===== src/hdl/slpc_pkg.sv =====
// shared types, constants and look tables of the status led controller
`timescale 1ns / 1ps
package slpc_pkg;

    localparam int unsigned TimeW = 32;

    typedef struct packed {
        logic [23:0] color;
        logic [23:0] color2;
        logic [2:0]  pattern;
    } look_t;

    localparam logic [2:0] FUNC_INIT     = 3'd0;
    localparam logic [2:0] FUNC_STATE    = 3'd1;
    localparam logic [2:0] FUNC_OVERRIDE = 3'd2;
    localparam logic [2:0] FUNC_FEEDBACK = 3'd3;
    localparam logic [2:0] FUNC_UPDATE   = 3'd4;

    localparam logic [2:0] PTN_STEADY   = 3'd1;
    localparam logic [2:0] PTN_SLOW     = 3'd2;
    localparam logic [2:0] PTN_FAST     = 3'd3;
    localparam logic [2:0] PTN_FADE     = 3'd4;
    localparam logic [2:0] PTN_ALT      = 3'd5;
    localparam logic [2:0] PTN_LAMPTEST = 3'd6;

    localparam logic [1:0] FB_ACCEPTED = 2'd0;
    localparam logic [1:0] FB_REJECTED = 2'd1;
    localparam logic [1:0] FB_IGNORED  = 2'd2;
    localparam logic [1:0] FB_NONE     = 2'd3;

    localparam logic [3:0] NUM_STATES    = 4'd13;
    localparam logic [2:0] PAT_REQ_LIMIT = 3'd5;
    localparam logic [2:0] NUM_OVR       = 3'd6;
    localparam logic [2:0] OVR_ESTOP     = 3'd3;

    localparam logic [23:0] C_OFF    = 24'h000000;
    localparam logic [23:0] C_RED    = 24'hFF0000;
    localparam logic [23:0] C_GREEN  = 24'h00FF00;
    localparam logic [23:0] C_BLUE   = 24'h0000FF;
    localparam logic [23:0] C_WHITE  = 24'hFFFFFF;
    localparam logic [23:0] C_PURPLE = 24'hFF00FF;
    localparam logic [23:0] C_AMBER  = 24'hFF6E00;
    localparam logic [23:0] C_CYAN   = 24'h00FFFF;

    localparam logic [31:0] SELFTEST_TOTAL_MS = 32'd900;

    function automatic look_t state_look(input logic [3:0] idx);
        look_t lk;
        lk.color2 = C_OFF;
        case (idx)
            4'd0:    begin lk.color = C_GREEN;  lk.pattern = PTN_STEADY; end
            4'd1:    begin lk.color = C_BLUE;   lk.pattern = PTN_STEADY; end
            4'd2:    begin lk.color = C_GREEN;  lk.pattern = PTN_SLOW;   end
            4'd3:    begin lk.color = C_RED;    lk.pattern = PTN_STEADY; end
            4'd4:    begin lk.color = C_PURPLE; lk.pattern = PTN_STEADY; end
            4'd5:    begin lk.color = C_RED;    lk.pattern = PTN_FAST;   end
            4'd6:    begin lk.color = C_CYAN;   lk.pattern = PTN_SLOW;   end
            4'd7:    begin lk.color = C_WHITE;  lk.pattern = PTN_FADE;   end
            4'd8:    begin lk.color = C_BLUE;   lk.pattern = PTN_FAST;   end
            4'd9:    begin lk.color = C_WHITE;  lk.pattern = PTN_STEADY; end
            4'd10:   begin lk.color = C_WHITE;  lk.pattern = PTN_SLOW;   end
            4'd11:   begin lk.color = C_AMBER;  lk.pattern = PTN_STEADY; end
            default: begin lk.color = C_AMBER;  lk.pattern = PTN_SLOW;   end
        endcase
        return lk;
    endfunction

    function automatic look_t ovr_look(input logic [2:0] idx);
        look_t lk;
        lk.color2 = C_OFF;
        case (idx)
            3'd0:    begin lk.color = C_OFF;  lk.pattern = PTN_LAMPTEST; end
            3'd1:    begin lk.color = C_RED;  lk.color2 = C_BLUE; lk.pattern = PTN_ALT; end
            3'd2:    begin lk.color = C_CYAN; lk.pattern = PTN_SLOW;     end
            3'd3:    begin lk.color = C_RED;  lk.pattern = PTN_FAST;     end
            3'd4:    begin lk.color = C_RED;  lk.pattern = PTN_STEADY;   end
            default: begin lk.color = C_RED;  lk.pattern = PTN_SLOW;     end
        endcase
        return lk;
    endfunction

    typedef struct packed {
        logic        start;
        logic [31:0] dividend;
        logic [11:0] divisor;
    } div_req_t;

    typedef struct packed {
        logic        done;
        logic [31:0] quot;
        logic [11:0] rem;
    } div_rsp_t;

endpackage


===== src/hdl/slpc_divider.sv =====
// bit-serial restoring divider, one quotient bit per cycle
`timescale 1ns / 1ps
module slpc_divider
    import slpc_pkg::*;
(
    input  logic     aclk,
    input  logic     aresetn,
    input  div_req_t req,
    output div_rsp_t rsp
);

    logic [31:0] quot_reg, quot_next;
    logic [11:0] rem_reg, rem_next;
    logic [11:0] dvs_reg, dvs_next;
    logic [5:0]  cnt_reg, cnt_next;
    logic        busy_reg, busy_next;
    logic        done_reg, done_next;
    logic [12:0] trial;

    always_comb begin
        quot_next = quot_reg;
        rem_next  = rem_reg;
        dvs_next  = dvs_reg;
        cnt_next  = cnt_reg;
        busy_next = busy_reg;
        done_next = 1'b0;
        trial     = {rem_reg, quot_reg[31]} - {1'b0, dvs_reg};
        if (req.start) begin
            quot_next = req.dividend;
            rem_next  = '0;
            dvs_next  = req.divisor;
            cnt_next  = 6'd32;
            busy_next = 1'b1;
        end else if (busy_reg) begin
            if (trial[12]) begin
                rem_next = {rem_reg[10:0], quot_reg[31]};
                quot_next = {quot_reg[30:0], 1'b0};
            end else begin
                rem_next = trial[11:0];
                quot_next = {quot_reg[30:0], 1'b1};
            end
            cnt_next = cnt_reg - 6'd1;
            if (cnt_reg == 6'd1) begin
                busy_next = 1'b0;
                done_next = 1'b1;
            end
        end
    end

    always_ff @(posedge aclk) begin
        quot_reg <= quot_next;
        rem_reg  <= rem_next;
        dvs_reg  <= dvs_next;
        cnt_reg  <= cnt_next;
        if (!aresetn) begin
            busy_reg <= 1'b0;
            done_reg <= 1'b0;
        end else begin
            busy_reg <= busy_next;
            done_reg <= done_next;
        end
    end

    assign rsp.done = done_reg;
    assign rsp.quot = quot_reg;
    assign rsp.rem  = rem_reg;

endmodule


===== src/hdl/slpc_mult.sv =====
// shift-add multiplier, 12 by 12 bits, one multiplier bit per cycle
`timescale 1ns / 1ps
module slpc_mult
    import slpc_pkg::*;
(
    input  logic        aclk,
    input  logic        aresetn,
    input  logic        start,
    input  logic [11:0] a,
    input  logic [11:0] b,
    output logic        done,
    output logic [23:0] prod
);

    logic [23:0] acc_reg, acc_next;
    logic [23:0] mcd_reg, mcd_next;
    logic [11:0] mpl_reg, mpl_next;
    logic [3:0]  cnt_reg, cnt_next;
    logic        busy_reg, busy_next;
    logic        done_reg, done_next;

    always_comb begin
        acc_next  = acc_reg;
        mcd_next  = mcd_reg;
        mpl_next  = mpl_reg;
        cnt_next  = cnt_reg;
        busy_next = busy_reg;
        done_next = 1'b0;
        if (start) begin
            acc_next  = '0;
            mcd_next  = {12'd0, a};
            mpl_next  = b;
            cnt_next  = 4'd12;
            busy_next = 1'b1;
        end else if (busy_reg) begin
            if (mpl_reg[0]) acc_next = acc_reg + mcd_reg;
            mcd_next = {mcd_reg[22:0], 1'b0};
            mpl_next = {1'b0, mpl_reg[11:1]};
            cnt_next = cnt_reg - 4'd1;
            if (cnt_reg == 4'd1) begin
                busy_next = 1'b0;
                done_next = 1'b1;
            end
        end
    end

    always_ff @(posedge aclk) begin
        acc_reg <= acc_next;
        mcd_reg <= mcd_next;
        mpl_reg <= mpl_next;
        cnt_reg <= cnt_next;
        if (!aresetn) begin
            busy_reg <= 1'b0;
            done_reg <= 1'b0;
        end else begin
            busy_reg <= busy_next;
            done_reg <= done_next;
        end
    end

    assign done = done_reg;
    assign prod = acc_reg;

endmodule


===== src/hdl/status_led_pattern_controller.sv =====
// top level of the rgb status led controller: state, sequencer and output register
//
//  channel | ports    | tuser | tdata fields (low bit first)
//  input   | s_axis_* | func  | now_ms, state_sel, pattern_req, override_id, override_on,
//          |          |       | feedback_kind (45 bits in 48)
//  result  | m_axis_* | -     | red, green, blue, status (25 bits in 32)
//
// init, set-state, override and feedback beats: result registered via ST_EXEC and ST_OUT
// update beats run ST_FLASH, ST_PICK and ST_OUT when nothing is shown; a flash, a plain
// pattern and breathe also wait on the 32-step serial divider (flash remainder,
// pattern remainder, breathe level), and breathe on the 12-step serial multiplier
// reset equals init at time 0 with every look cleared; no clearing pass
// the input is stalled while a beat is in work or its result is not yet taken
`timescale 1ns / 1ps
module status_led_pattern_controller
    import slpc_pkg::*;
(
    input  logic        aclk,
    input  logic        aresetn,
    input  logic        s_axis_tvalid,
    output logic        s_axis_tready,
    // func[2:0]
    input  logic [2:0]  s_axis_tuser,
    // now_ms[31:0] state_sel[35:32] pattern_req[38:36] override_id[41:39]
    // override_on[42] feedback_kind[44:43]
    input  logic [47:0] s_axis_tdata,
    output logic        m_axis_tvalid,
    input  logic        m_axis_tready,
    // red[7:0] green[15:8] blue[23:16] status[24]
    output logic [31:0] m_axis_tdata
);

    typedef enum logic [9:0] {
        ST_IDLE   = 10'b0000000001,
        ST_EXEC   = 10'b0000000010,
        ST_FLASH  = 10'b0000000100,
        ST_FWAIT  = 10'b0000001000,
        ST_PICK   = 10'b0000010000,
        ST_PWAIT  = 10'b0000100000,
        ST_SQR    = 10'b0001000000,
        ST_SWAIT  = 10'b0010000000,
        ST_BWAIT  = 10'b0100000000,
        ST_OUT    = 10'b1000000000
    } state_t;

    state_t      state_reg, state_next;
    logic [47:0] in_reg;
    logic [5:0]  flags_reg, flags_next;
    logic [31:0] st_start_reg, st_start_next;
    logic        cmd_ok_reg, cmd_ok_next;
    look_t       cmd_look_reg, cmd_look_next;
    logic        hold_reg, hold_next;
    look_t       hold_look_reg, hold_look_next;
    logic        fl_act_reg, fl_act_next;
    logic [23:0] fl_color_reg, fl_color_next;
    logic [1:0]  fl_cnt_reg, fl_cnt_next;
    logic [31:0] fl_start_reg, fl_start_next;
    look_t       shown_reg, shown_next;
    logic        shown_ok_reg, shown_ok_next;
    logic [31:0] phase_reg, phase_next;
    logic [23:0] rgb_reg, rgb_next;
    logic        status_reg, status_next;
    logic        mv_reg, mv_next;
    logic [11:0] tri_reg, tri_next;

    logic [2:0]  f_func;
    logic [31:0] f_now;
    logic [3:0]  f_st;
    logic [2:0]  f_pat;
    logic [2:0]  f_id;
    logic        f_on;
    logic [1:0]  f_fb;

    div_req_t    dreq;
    div_rsp_t    drsp;
    logic        m_start, m_done;
    logic [11:0] m_a;
    logic [23:0] m_prod;

    logic [31:0] tflash;
    logic [9:0]  flash_len;
    logic        any_ovr;
    logic [2:0]  ovr_idx;
    logic        have_look;
    look_t       win;
    logic [31:0] phase_use;
    logic [7:0]  lvl;

    assign f_func = in_reg[2:0];
    assign f_now  = in_reg[34:3];
    assign f_st   = in_reg[38:35];
    assign f_pat  = in_reg[41:39];
    assign f_id   = in_reg[44:42];
    assign f_on   = in_reg[45];
    assign f_fb   = in_reg[47:46];

    slpc_divider u_div (
        .aclk    (aclk),
        .aresetn (aresetn),
        .req     (dreq),
        .rsp     (drsp)
    );

    slpc_mult u_mult (
        .aclk    (aclk),
        .aresetn (aresetn),
        .start   (m_start),
        .a       (m_a),
        .b       (m_a),
        .done    (m_done),
        .prod    (m_prod)
    );

    assign tflash    = f_now - fl_start_reg;
    assign flash_len = {fl_cnt_reg, 8'd0} + {3'd0, fl_cnt_reg, 5'd0}
                     + {5'd0, fl_cnt_reg, 3'd0} + {6'd0, fl_cnt_reg, 2'd0};
    assign m_a = tri_reg;

    always_comb begin
        any_ovr = |flags_reg;
        ovr_idx = 3'd5;
        for (int i = 5; i >= 0; i--) begin
            if (flags_reg[i]) ovr_idx = 3'(i);
        end
        have_look = 1'b1;
        if (any_ovr) win = ovr_look(ovr_idx);
        else if (hold_reg) win = hold_look_reg;
        else if (cmd_ok_reg) win = cmd_look_reg;
        else begin
            win = '0;
            have_look = 1'b0;
        end
    end

    assign phase_use = (!shown_ok_reg || win != shown_reg)
                     ? ((any_ovr && ovr_idx == 3'd0) ? st_start_reg : f_now) : phase_reg;
    assign lvl = drsp.quot[7:0];

    always_comb begin
        state_next     = state_reg;
        flags_next     = flags_reg;
        st_start_next  = st_start_reg;
        cmd_ok_next    = cmd_ok_reg;
        cmd_look_next  = cmd_look_reg;
        hold_next      = hold_reg;
        hold_look_next = hold_look_reg;
        fl_act_next    = fl_act_reg;
        fl_color_next  = fl_color_reg;
        fl_cnt_next    = fl_cnt_reg;
        fl_start_next  = fl_start_reg;
        shown_next     = shown_reg;
        shown_ok_next  = shown_ok_reg;
        phase_next     = phase_reg;
        rgb_next       = rgb_reg;
        status_next    = status_reg;
        mv_next        = mv_reg;
        tri_next       = tri_reg;
        dreq           = '0;
        m_start        = 1'b0;
        case (state_reg)
            ST_IDLE: begin
                if (s_axis_tvalid) state_next = ST_EXEC;
            end
            ST_EXEC: begin
                rgb_next    = C_OFF;
                status_next = 1'b0;
                state_next  = ST_OUT;
                case (f_func)
                    FUNC_INIT: begin
                        flags_next    = 6'b000001;
                        st_start_next = f_now;
                        cmd_ok_next   = 1'b0;
                        hold_next     = 1'b0;
                        fl_act_next   = 1'b0;
                        shown_ok_next = 1'b0;
                    end
                    FUNC_STATE: begin
                        if (f_st >= NUM_STATES || f_pat >= PAT_REQ_LIMIT) begin
                            status_next = 1'b1;
                        end else begin
                            cmd_look_next = state_look(f_st);
                            if (f_pat != 3'd0) cmd_look_next.pattern = f_pat;
                            cmd_ok_next = 1'b1;
                            hold_next   = 1'b0;
                        end
                    end
                    FUNC_OVERRIDE: begin
                        if (f_id < NUM_OVR && flags_reg[f_id] != f_on) begin
                            flags_next[f_id] = f_on;
                            if (f_on) begin
                                fl_act_next = 1'b0;
                            end else if (f_id >= OVR_ESTOP) begin
                                hold_look_next = ovr_look(f_id);
                                hold_next      = 1'b1;
                                cmd_ok_next    = 1'b0;
                            end
                        end
                    end
                    FUNC_FEEDBACK: begin
                        if (!any_ovr && !hold_reg && cmd_ok_reg && f_fb != FB_NONE) begin
                            if (f_fb == FB_ACCEPTED) begin
                                fl_color_next = C_GREEN;
                                fl_cnt_next   = 2'd2;
                            end else if (f_fb == FB_REJECTED) begin
                                fl_color_next = C_RED;
                                fl_cnt_next   = 2'd3;
                            end else begin
                                fl_color_next = C_RED;
                                fl_cnt_next   = 2'd1;
                            end
                            fl_start_next = f_now;
                            fl_act_next   = 1'b1;
                        end
                    end
                    FUNC_UPDATE: begin
                        if (flags_reg[0] && (f_now - st_start_reg) >= SELFTEST_TOTAL_MS)
                            flags_next[0] = 1'b0;
                        state_next = ST_FLASH;
                    end
                    default: ;
                endcase
            end
            ST_FLASH: begin
                if (fl_act_reg && tflash < {22'd0, flash_len}) begin
                    dreq.start    = 1'b1;
                    dreq.dividend = tflash;
                    dreq.divisor  = 12'd300;
                    shown_ok_next = 1'b0;
                    state_next    = ST_FWAIT;
                end else begin
                    fl_act_next = 1'b0;
                    state_next  = ST_PICK;
                end
            end
            ST_FWAIT: begin
                if (drsp.done) begin
                    rgb_next   = (drsp.rem < 12'd150) ? fl_color_reg : C_OFF;
                    state_next = ST_OUT;
                end
            end
            ST_PICK: begin
                if (!have_look) begin
                    shown_ok_next = 1'b0;
                    state_next    = ST_OUT;
                end else begin
                    shown_next    = win;
                    shown_ok_next = 1'b1;
                    phase_next    = phase_use;
                    dreq.start    = 1'b1;
                    dreq.dividend = f_now - phase_use;
                    case (win.pattern)
                        PTN_FAST:     dreq.divisor = 12'd250;
                        PTN_FADE:     dreq.divisor = 12'd2000;
                        PTN_LAMPTEST: dreq.divisor = 12'd300;
                        default:      dreq.divisor = 12'd1000;
                    endcase
                    state_next = ST_PWAIT;
                end
            end
            ST_PWAIT: begin
                if (drsp.done) begin
                    state_next = ST_OUT;
                    case (shown_reg.pattern)
                        PTN_STEADY: rgb_next = shown_reg.color;
                        PTN_SLOW:   rgb_next = (drsp.rem < 12'd500) ? shown_reg.color : C_OFF;
                        PTN_FAST:   rgb_next = (drsp.rem < 12'd125) ? shown_reg.color : C_OFF;
                        PTN_ALT:    rgb_next = (drsp.rem < 12'd500) ? shown_reg.color
                                                                    : shown_reg.color2;
                        PTN_LAMPTEST: begin
                            if (drsp.quot == 32'd0) rgb_next = C_RED;
                            else if (drsp.quot == 32'd1) rgb_next = C_GREEN;
                            else if (drsp.quot == 32'd2) rgb_next = C_BLUE;
                            else rgb_next = C_OFF;
                        end
                        PTN_FADE: begin
                            tri_next   = (drsp.rem < 12'd1000) ? 12'd1000 - drsp.rem
                                                               : drsp.rem - 12'd1000;
                            state_next = ST_SQR;
                        end
                        default: rgb_next = C_OFF;
                    endcase
                end
            end
            ST_SQR: begin
                m_start    = 1'b1;
                state_next = ST_SWAIT;
            end
            ST_SWAIT: begin
                if (m_done) begin
                    dreq.start    = 1'b1;
                    dreq.dividend = {8'd0, m_prod};
                    dreq.divisor  = 12'd3907;
                    state_next    = ST_BWAIT;
                end
            end
            ST_BWAIT: begin
                if (drsp.done) begin
                    rgb_next[23:16] = 8'(({8'd0, shown_reg.color[23:16]} * {8'd0, lvl}) >> 8);
                    rgb_next[15:8]  = 8'(({8'd0, shown_reg.color[15:8]} * {8'd0, lvl}) >> 8);
                    rgb_next[7:0]   = 8'(({8'd0, shown_reg.color[7:0]} * {8'd0, lvl}) >> 8);
                    state_next = ST_OUT;
                end
            end
            ST_OUT: begin
                mv_next = 1'b1;
                if (mv_reg && m_axis_tready) begin
                    mv_next    = 1'b0;
                    state_next = ST_IDLE;
                end
            end
            default: state_next = ST_IDLE;
        endcase
    end

    always_ff @(posedge aclk) begin
        if (state_reg == ST_IDLE && s_axis_tvalid) in_reg <= {s_axis_tdata[44:0], s_axis_tuser};
        rgb_reg    <= rgb_next;
        status_reg <= status_next;
        tri_reg    <= tri_next;
        if (!aresetn) begin
            state_reg     <= ST_IDLE;
            flags_reg     <= 6'b000001;
            st_start_reg  <= '0;
            cmd_ok_reg    <= 1'b0;
            cmd_look_reg  <= '0;
            hold_reg      <= 1'b0;
            hold_look_reg <= '0;
            fl_act_reg    <= 1'b0;
            fl_color_reg  <= '0;
            fl_cnt_reg    <= '0;
            fl_start_reg  <= '0;
            shown_reg     <= '0;
            shown_ok_reg  <= 1'b0;
            phase_reg     <= '0;
            mv_reg        <= 1'b0;
        end else begin
            state_reg     <= state_next;
            flags_reg     <= flags_next;
            st_start_reg  <= st_start_next;
            cmd_ok_reg    <= cmd_ok_next;
            cmd_look_reg  <= cmd_look_next;
            hold_reg      <= hold_next;
            hold_look_reg <= hold_look_next;
            fl_act_reg    <= fl_act_next;
            fl_color_reg  <= fl_color_next;
            fl_cnt_reg    <= fl_cnt_next;
            fl_start_reg  <= fl_start_next;
            shown_reg     <= shown_next;
            shown_ok_reg  <= shown_ok_next;
            phase_reg     <= phase_next;
            mv_reg        <= mv_next;
        end
    end

    assign s_axis_tready = (state_reg == ST_IDLE);
    assign m_axis_tvalid = mv_reg;
    assign m_axis_tdata  = {7'd0, status_reg, rgb_reg[7:0], rgb_reg[15:8], rgb_reg[23:16]};

endmodule


===== config.mk =====
export PLATFORM = sky130hd
export DESIGN_NAME = status_led_pattern_controller
export DESIGN_NICKNAME = d
export VERILOG_FILES = /design/src/hdl/slpc_pkg.sv /design/src/hdl/slpc_divider.sv /design/src/hdl/slpc_mult.sv /design/src/hdl/status_led_pattern_controller.sv
export SDC_FILE = /design/constraint.sdc
export NUM_CORES = 1
export LEC_CHECK = 0
export BUFFER_PORTS_ARGS = -buffer_cell sky130_fd_sc_hd__clkbuf_2
export CAP_MARGIN = 5
export CORE_AREA = 2 2 218 220
export DETAILED_ROUTE_END_ITERATION = 6
export DIE_AREA = 0 0 220 222
export PLACE_DENSITY_LB_ADDON = 0.2
export SLEW_MARGIN = 20
export SYNTH_ARGS = -nofsm -noshare
export SYNTH_HDL_FRONTEND = slang
export SYNTH_HIERARCHICAL = 1
export SYNTH_SLANG_ARGS = --single-unit

===== constraint.sdc =====
create_clock -name aclk -period 14.4 [get_ports aclk]
set_input_delay 3.6 -clock aclk [delete_from_list [all_inputs] [get_ports aclk]]
set_output_delay 3.6 -clock aclk [all_outputs]
set_load 0.01 [all_outputs]

==> run_results.csv <==
group,metric,value,unit
global_routing,grt_overflow,0,
finish,drive_gt1_share,8.983,%
floorplan,die_x,220,µm
setup_path,ff2ff_setup_slack,6790,ps
yosys,yosys_warnings,6,
sta,fin_crit,7611,ps
yosys,yosys.area.top_type_share,16.62,%
yosys,syn_area,0.02764,mm²
yosys,syn_inst,3157,
sta,finalHoldViolations,0,
yosys,synthTopCellsByCount,"nand2_1 (331), inv_1 (290), nor2_1 (283), a21oi_1 (270), ha_1 (243)",
routing,via_per_inst,6.010,
floorplan,core_area,0.04626,mm²
setup_path,cp-end-kind,"register",
sta,fin_crit_sh,52.86,%
yosys,synth_compound_area_share,18.72,%
sta,fmax,131.4,MHz
routing,drtIter0Drc,1620,
cts,ctsLongestPathBuffers,3,
routing,drc,0,
yosys,ys_ff_latch,363,
yosys,synth_ff_type,"dfxtp_1",
yosys,yosysUniqueCellTypes,113,
yosys,ys_seq_area_share,31.83,%
yosys,synth-xor-area-share,3.821,%
yosys,yosys-top-cells-area,"edfxtp_1 (17%), dfxtp_1 (15%), ha_1 (11%)",
cts,cts_setup_buffers,0,
power,p_leak,12.82,nW
yosys,synth_edf_count,153,
yosys,yosysTopAreaCell,"edfxtp_1",
setup_path,worstPathArrival,7810,ps
min_path,hold_class,"reg -> reg",
cts,ctsResizeCount,0,
global_routing,grt_antenna_before_repair,2,
setup_path,cp_max_fo,67,
finish,synthToLayoutAreaGrowth,7.605,%
routing,drt.antenna.violating_nets,0,
global_routing,use_met2,47.14,%
floorplan,initial_core_util,59.75,%
yosys,synth.area.mux_share,4.857,%
finish,fin_nets,3542,
placement,io_buffers,78,
yosys,async_flop_share,0,%
setup_path,cp_data_required_time,14600,ps
global_routing,grt_use_met3,3.471,%
min_path,min_to,"fl_start_reg[1]$_SDFFE_PN0P_",
placement,gp_congestion,0.9365,
cts,cts.clk_slew.worst_paths,60,ps
setup_path,path_cells,"inv_1 -> ha_1 -> inv_1 -> fa_1 -> a21o_1 -> a21oi_1 -> o21bai_1 -> a2111oi_1 -> nor2_1 -> xor2_1 -> ha_1 -> o21ai_0 -> a21oi_1 -> nor4_1 -> o2111ai_1 -> nor4b_1 -> nand4_1 -> nor4_1 -> nand2b_1 -> and2_1 -> nand2_2 -> buf_4 -> or2_2",
yosys,synth_top_family_by_area,"compound AO/OA/AOI/OAI gates",
setup_path,start_kind,"register",
cts,cts.htree.levels,2,
yosys,synth_fa_ha_area_share,17.19,%
setup_path,critical_path.slowest_cell,"a2111oi_1",
cts,clk_latency,570,ps
cts,clockRootBuffer,"clkbuf_16",
setup_path,path_class,"reg -> reg",
setup_path,reg2reg_from,"in_reg[3]$_DFFE_PP_",
routing,first_pass_iters,6,
cts,cts_tree,"yes",
power,p_per_area,94.71,mW/mm²
min_path,hold_depth,2,
yosys,yosysMostFrequentCell,"nand2_1",
global_routing,grt_pass1_vias,22140,
sta,slew_viol_final,0,
min_path,hp-start,"fl_start_reg[1]$_SDFFE_PN0P_",
cts,cts_made_buffers,42,
setup_path,r2r_cells,23,
run_status,outcome,"finished clean",
power,peakVddDrop,0.00009989,V
job,maxCapViolCount,0,
setup_path,cp_slowest_stage_delay,850,ps
sta,worst_pin_slew,1018,ps
cts,ctsHoldBuffers,0,
routing,vias,22860,
global_routing,met1_usage,39.73,%
sta,setup_tns,0,ps
sta,rsz0062_at_grt,"no",
placement,dp_hpwl,52810,µm
floorplan,rows,79,
global_routing,grt_pass1_wl,113400,µm
finish,largest_reg_flops,48,
floorplan,dieArea,0.04884,mm²
floorplan,die_h,222,µm
routing,routed_wl,69990,µm
sta,skew,20.46,ps
global_routing,grtUsageTotal,28.71,%
sta,relSlewSlack,31.47,%
cts,cts_sinks,363,
sta,holdWs,449.7,ps
global_routing,grt_max_degree,90,
finish,stdcell_area,0.02974,mm²
yosys,syn-mean-instance-area,8.755,µm²
floorplan,io_pins,89,
global_routing,grt_busiest_layer,"met2",
routing,wl_per_cell,18.40,µm
yosys,synth-simple-area-share,17.37,%
sta,finalSetupViolations,0,
placement,placed_area,0.02835,mm²
setup_path,reg2reg_to,"u_div/quot_reg[14]$_DFFE_PP_",
through the flow:
step / setup slack, ps / cells / power (mW) / utilization (%)
2_1_floorplan: 8174 / 3163 / 1.582 / -
3_3_place_gp: 6996 / 3725 / 1.717 / 61.28
3_5_place_dp: 6782 / 3725 / 1.733 / 61.28
4_1_cts: 6772 / 3802 / 2.830 / 64.26
5_1_grt: 5902 / 3802 / 2.939 / 64.29
6_report: 6789 / 3803 / 2.817 / 64.29
final cells by class:
type / count / area [µm²]
antenna: 1 / 2.502
multi-input combinational: 2369 / 17190
clock inverter: 25 / 251.5
sequential: 363 / 8800
clock buffer: 52 / 1130
fill: 3886 / 16520
inverter: 292 / 1099
timing repair buffer: 94 / 510.5
tap: 607 / 759.5
placed cells by master (no fill, tap or decap), types with 78 or more instances in the layout:
master,netlist,layout
a21oi_1,270,270
clkbuf_2,1,78
dfxtp_1,210,209
edfxtp_1,153,153
fa_1,82,82
ha_1,243,243
inv_1,290,290
nand2_1,331,329
nor2_1,283,282
o21ai_0,131,131
worst max path at each step:
stage / from / slack, ps / to / cells after the start
global route: in_reg[3]$_DFFE_PP_ / 5900 / u_div/quot_reg[7]$_DFFE_PP_ / 23
finish: in_reg[3]$_DFFE_PP_ / 6790 / u_div/quot_reg[14]$_DFFE_PP_ / 23
CTS: in_reg[3]$_DFFE_PP_ / 6770 / u_div/quot_reg[7]$_DFFE_PP_ / 23
global placement: in_reg[3]$_DFFE_PP_ / 7000 / u_div/quot_reg[8]$_DFFE_PP_ / 23
floorplan: flags_reg[2]$_SDFFE_PN0P_ / 8170 / u_div/quot_reg[29]$_DFFE_PP_ / 29
detailed placement: in_reg[3]$_DFFE_PP_ / 6780 / u_div/quot_reg[14]$_DFFE_PP_ / 23
metal layers:
layer / routed length (µm) / vias to the layer above / share of wire (%)
met2: 32630 / 676 / 47
li1: - / 11140 / -
met5: 0 / - / 0
met3: 4212 / 106 / 6.0
met4: 1589 / 0 / 2.3
met1: 31560 / 10940 / 45
worst max-delay path: cells and delay by family (launching register included):
kind                     cells  cell delay [ps]
AND/OR/NAND/NOR              9             3160
AO/OA/AOI/OAI                7             1750
buffers and inverters        3              790
adder cells (fa/ha/maj)      3              840
flip-flops                   1              430
XOR/XNOR                     1              230
kinds of logic (layout without fill, tap and decap cells):
logic type	Yosys count	count (layout)
AO/OA/AOI/OAI	780	780
buffers and inverters	431	463
other	1	8
AND/OR/NAND/NOR	1006	1006
adder cells (fa/ha/maj)	332	332
XOR/XNOR	119	119
flip-flops	363	363
multiplexers	125	125
power by group:
part	internal [mW]	leakage [nW]	switching [mW]	total [mW]
registers	1.11	3.11	0.0568	1.17
clock network	0.646	0.680	0.446	1.09
logic	0.218	9.03	0.336	0.553
Power figures use the tool's default switching activity.
